### src/rtl/gcc_pkg.sv
// Shared types and constants for the graph connectivity checker.
`default_nettype none

package gcc_pkg;

    localparam int NODE_W  = 6;
    localparam int COUNT_W = 7;

    localparam logic [COUNT_W-1:0] COUNT_RESET = 7'd64;

    // Transaction kinds
    localparam logic KIND_ADD   = 1'b0;
    localparam logic KIND_QUERY = 1'b1;

    // Per-cycle command broadcast to every node cell
    typedef struct packed {
        logic start;   // reset visited set to the root node
        logic write;   // set the symmetric edge bits of the selected pair
        logic expand;  // grow the visited set by one hop
    } t_cell_cmd;

endpackage

`default_nettype wire

### src/rtl/gcc_cell.sv
// Node cell: one adjacency row and the node's visited bit, with one-hop growth.
`default_nettype none

module gcc_cell
    import gcc_pkg::*;
#(
    parameter int MAX_NODES = 64,
    parameter int INDEX     = 0
) (
    input  wire logic                 i_clk,
    input  wire logic                 i_rst_n,
    input  wire t_cell_cmd            i_cmd,
    input  wire logic                 i_sel_a,
    input  wire logic                 i_sel_b,
    input  wire logic [MAX_NODES-1:0] i_onehot_a,
    input  wire logic [MAX_NODES-1:0] i_onehot_b,
    input  wire logic [MAX_NODES-1:0] i_active_mask,
    input  wire logic                 i_self_active,
    input  wire logic [MAX_NODES-1:0] i_visited_vec,
    output logic                      o_visited,
    output logic                      o_grow,
    output logic                      o_hit
);

    logic [MAX_NODES-1:0] r_row;
    logic [MAX_NODES-1:0] n_row;
    logic                 r_visited;
    logic                 n_visited;

    // A neighbor that is active and already visited pulls this node in
    assign o_grow    = i_self_active & ~r_visited
                     & (|(r_row & i_visited_vec & i_active_mask));
    assign o_hit     = i_sel_a & (|(r_row & i_onehot_b));
    assign o_visited = r_visited;

    always_comb begin
        n_row = r_row;
        if (i_cmd.write) begin
            if (i_sel_a) begin
                n_row = n_row | i_onehot_b;
            end
            if (i_sel_b) begin
                n_row = n_row | i_onehot_a;
            end
        end
    end

    always_comb begin
        n_visited = r_visited;
        if (i_cmd.start) begin
            n_visited = (INDEX == 0);
        end else if (i_cmd.expand) begin
            n_visited = r_visited | o_grow;
        end
    end

    always_ff @(posedge i_clk) begin
        if (!i_rst_n) begin
            r_row     <= {{(MAX_NODES-1){1'b0}}, 1'b1} << INDEX;
            r_visited <= 1'b0;
        end else begin
            r_row     <= n_row;
            r_visited <= n_visited;
        end
    end

endmodule

`default_nettype wire

### config.mk
export PLATFORM = sky130hd
export DESIGN_NAME = gcc_cell
export DESIGN_NICKNAME = d
export VERILOG_FILES = /design/src/rtl/gcc_pkg.sv /design/src/rtl/gcc_cell.sv
export SDC_FILE = /design/constraint.sdc
export NUM_CORES = 1
export LEC_CHECK = 0
export BUFFER_PORTS_ARGS = -buffer_cell sky130_fd_sc_hd__buf_2
export CAP_MARGIN = 20
export CORE_AREA = 5 5 102 104
export CTS_BUF_LIST = sky130_fd_sc_hd__clkbuf_2 sky130_fd_sc_hd__clkbuf_4 sky130_fd_sc_hd__clkbuf_8
export CTS_CLUSTER_DIAMETER = 80
export CTS_CLUSTER_SIZE = 24
export DETAILED_ROUTE_END_ITERATION = 16
export DIE_AREA = 0 0 107 109
export PLACE_DENSITY = 0.76
export SYNTH_ARGS = -nofsm -noshare
export SYNTH_HDL_FRONTEND = slang
export SYNTH_SLANG_ARGS = --single-unit
### constraint.sdc
create_clock -name i_clk -period 1.6 [get_ports i_clk]
set_input_delay 0.16 -clock i_clk [delete_from_list [all_inputs] [get_ports i_clk]]
set_output_delay 0.16 -clock i_clk [all_outputs]
set_load 0.02 [all_outputs]
==> summary.md <==
| Metric | Value |
|---|---|
| Final ANT Viol Nets | 0 |
| Filler instances | 901 |
| Final Cycle Share | 127% |
| Reg2reg start | r_row[24] |
| Total power | 4.41 mW |
| Total number of vias | 4609 |
| Share of layout cells above drive strength 1 | 47.4% |
| EDFF count, synth | 0 |
| Syn nets | 679 |
| DP Area | 0.00511 mm² |
| Hold_ws | 0.0938 ns |
| Delay-heaviest family, CP | simple AND/OR/NAND/NOR gates |
| Largest net degree at the start of global routing | 65 |
| Synth Cell Area | 0.00351 mm² |
| Setup TNS | -0.739 ns |
| Netlist cell types | 23 |
| WL final | 16500 µm |
| Crit path buf inv count | 1 |
| Final hold violation count | 0 |
| RSZ-0062 raised after global routing | yes |
| Synth Instances | 415 |
| Global-route wire length before repair | 24000 µm |
| Initial core utilization | 37.1% |
| Max FO, Critical Path | 3 |
| Design area | 0.00544 mm² |
| Failing checks | negative setup slack |
| Min-Delay Path Class | input port to flop |
| Core Rows | 36 |
| Pwr dens | 810 mW/mm² |
| Critical path arrival | 1.88 ns |
| Crit path from | r_row[24] |
| Count leader, synth | a22o_1 |
| H-tree Lvls | 3 |
| Multi-input combinational cell area | 0.00221 mm² |
| Critical Path RT | 1.44 ns |
| Routability cong. | 0.902 |
| Flip-flop and latch count after synthesis | 65 |
| Sink Count | 65 |
| Die footprint | 0.0117 mm² |
| Type of the worst setup path | flop to output pin |
| Overflow after GRT | 0 |
| Vias/cell | 5.69 |
| Pleak | 2.58 nW |
| CP startpoint kind | flop |
| Final setup vio count | 2 |
| List of most frequent post-synthesis cells | a22o_1, dfxtp_1, nand3_1, a21oi_1, nor2b_1 |
| Worst-case clock buffer depth | 2 |
| DP Wirelength | 13400 µm |
| Per-cell routed wire length | 20.4 µm |
| Ant diodes | 0 |
| Number of top-level pins | 267 |
| DR DRC count | 0 |
| Die height | 109 µm |
| Slew @ Worst Pin | 0.500 ns |
| Max IR drop VDD | 0.369 mV |
| Syn. warnings | 0 |
| GRT Util Overall | 26.9% |
| Fraction of registers with async set/reset | 0% |
| Clk pin slew, worst setup/hold paths | 0.06 ns |
| Setup ws final | -0.439 ns |
| Root Buffer | clkbuf_8 |
| CTS Buf Count | 9 |
| Crit path cell chain | and3_4, a31oi_4, nand3_4, nor4_4, and4_4, nor3b_2, buf_4 |
| Area leader, netlist | dfxtp_1 |
| Max Slew Vio Count | 0 |
| Worst slew margin | 66.7% |
| Syn_area_per_cell | 8.45 µm² |
| Top FF cell, synth | dfxtp_1 |
| Sequential Area | 0.00130 mm² |
| Setup Skew | 0.0118 ns |
| # nets final | 956 |
| Max-cap viol count | 0 |
| Slowest stage delay, CP | 0.33 ns |
| Synth top area share | 37.1% |
| CP Capture Type | output pin |
| Core box area | 0.00946 mm² |
| Status | finished with violations |
| Worst path slowest cell | dfxtp_2 |
| Vias in the first global route | 4674 |
| Layout area overhead | 55.1% |
| Hold path start | i_cmd[2] |
| Fmax | 0.491 GHz |
| Clk_lat worst skew | 0.34 ns |
| Crit path time final | 2.04 ns |
| Drt pass-1 iters | 5 |
| Port Buffer Count | 266 |
| Synth area leaders | dfxtp_1, a22o_1, nor2b_1 |
| Drt initial violations | 273 |
| CTS tree | built |
| Initial antenna violation count | 0 |
| DIE WIDTH | 107 µm |
| Sequential fraction of the synthesis area | 37.1% |
## registers in the layout (all words and copies together) (netlist names)
| name | cells |
|---|---|
| o_visited | 1 |
| r_row | 64 |
## area by class of cell
class	count	share of cell area, %
well taps	114	2.62
clock inverters	3	0.736
clock buffers	12	2.92
flip-flops and latches	65	24.0
repair buffers	294	29.1
multi-input cells	322	40.6
## stage by stage
| stage | instances | utilization, % | worst slack [ns] |
|---|---|---|---|
| floorplan | 415 | - | 0.143 |
| global placement | 795 | 54.0 | -0.200 |
| detailed placement | 795 | 54.0 | -0.177 |
| CTS | 810 | 56.8 | -0.494 |
| global route | 810 | 57.5 | -0.506 |
| finish | 810 | 57.5 | -0.439 |
## cells by family (layout without fill, tap and decap cells)
group                  Yosys count  in the layout  share of synthesized area (%)
AO/OA/AOI/OAI                  164            164                           33.3
buffers and inverters           28            309                           3.50
flip-flops                      65             65                           37.1
AND/OR/NAND/NOR                158            158                           26.1
## timing repair
action                                 4_1_cts  5_1_grt
setup endpoints to repair                    3        3
endpoints found under the hold margin        0        0
pin swaps                                    4        4
gates resized for setup                     13       12
setup buffers                                0        0
hold buffers                                 0        0
## layout by cell type (no fill, tap or decap), types with 11 or more instances in the layout
cell      Yosys  final
a22o_1       73     73
a21oi_1      63     63
nor2b_1      63     63
dfxtp_1      65     63
buf_2        14    264
nand4_1      19     19
buf_4         0     27
nand3_1      64     63
clkbuf_8      0     11
a22oi_1      14     14
## tightest hold or removal path, delay by kind of cell
| kind | cells | cell delay (ns) |
|---|---|---|
| AO/OA/AOI/OAI | 2 | 0.14 |
| buffers and inverters | 1 | 0.08 |
## where the power goes
part / switching (mW) / internal (mW)
clock network: 0.614 / 0.809
logic: 0.522 / 0.614
registers: 0.107 / 1.74
total: 1.24 / 3.16
## final timing paths
path / end / slack [ns] / cells past startpoint
min: o_visited / 0.09 / 3
max: o_grow / -0.44 / 7
max reg2reg: o_visited / 0.05 / 6
min reg2reg: r_row[0] / 0.48 / 1
## routing by layer
layer  track usage [%]  routed length, µm  vias to the layer above  part of all wire (%)
li1                  -                  -                     2173                     -
met1              32.4               6430                     2167                    39
met2              47.0               8250                      243                    50
met3              5.57               1410                       26                   8.5
met4              10.4                415                        0                   2.5
met5                 0                  0                        -                     0
Power figures use the tool's default switching activity.
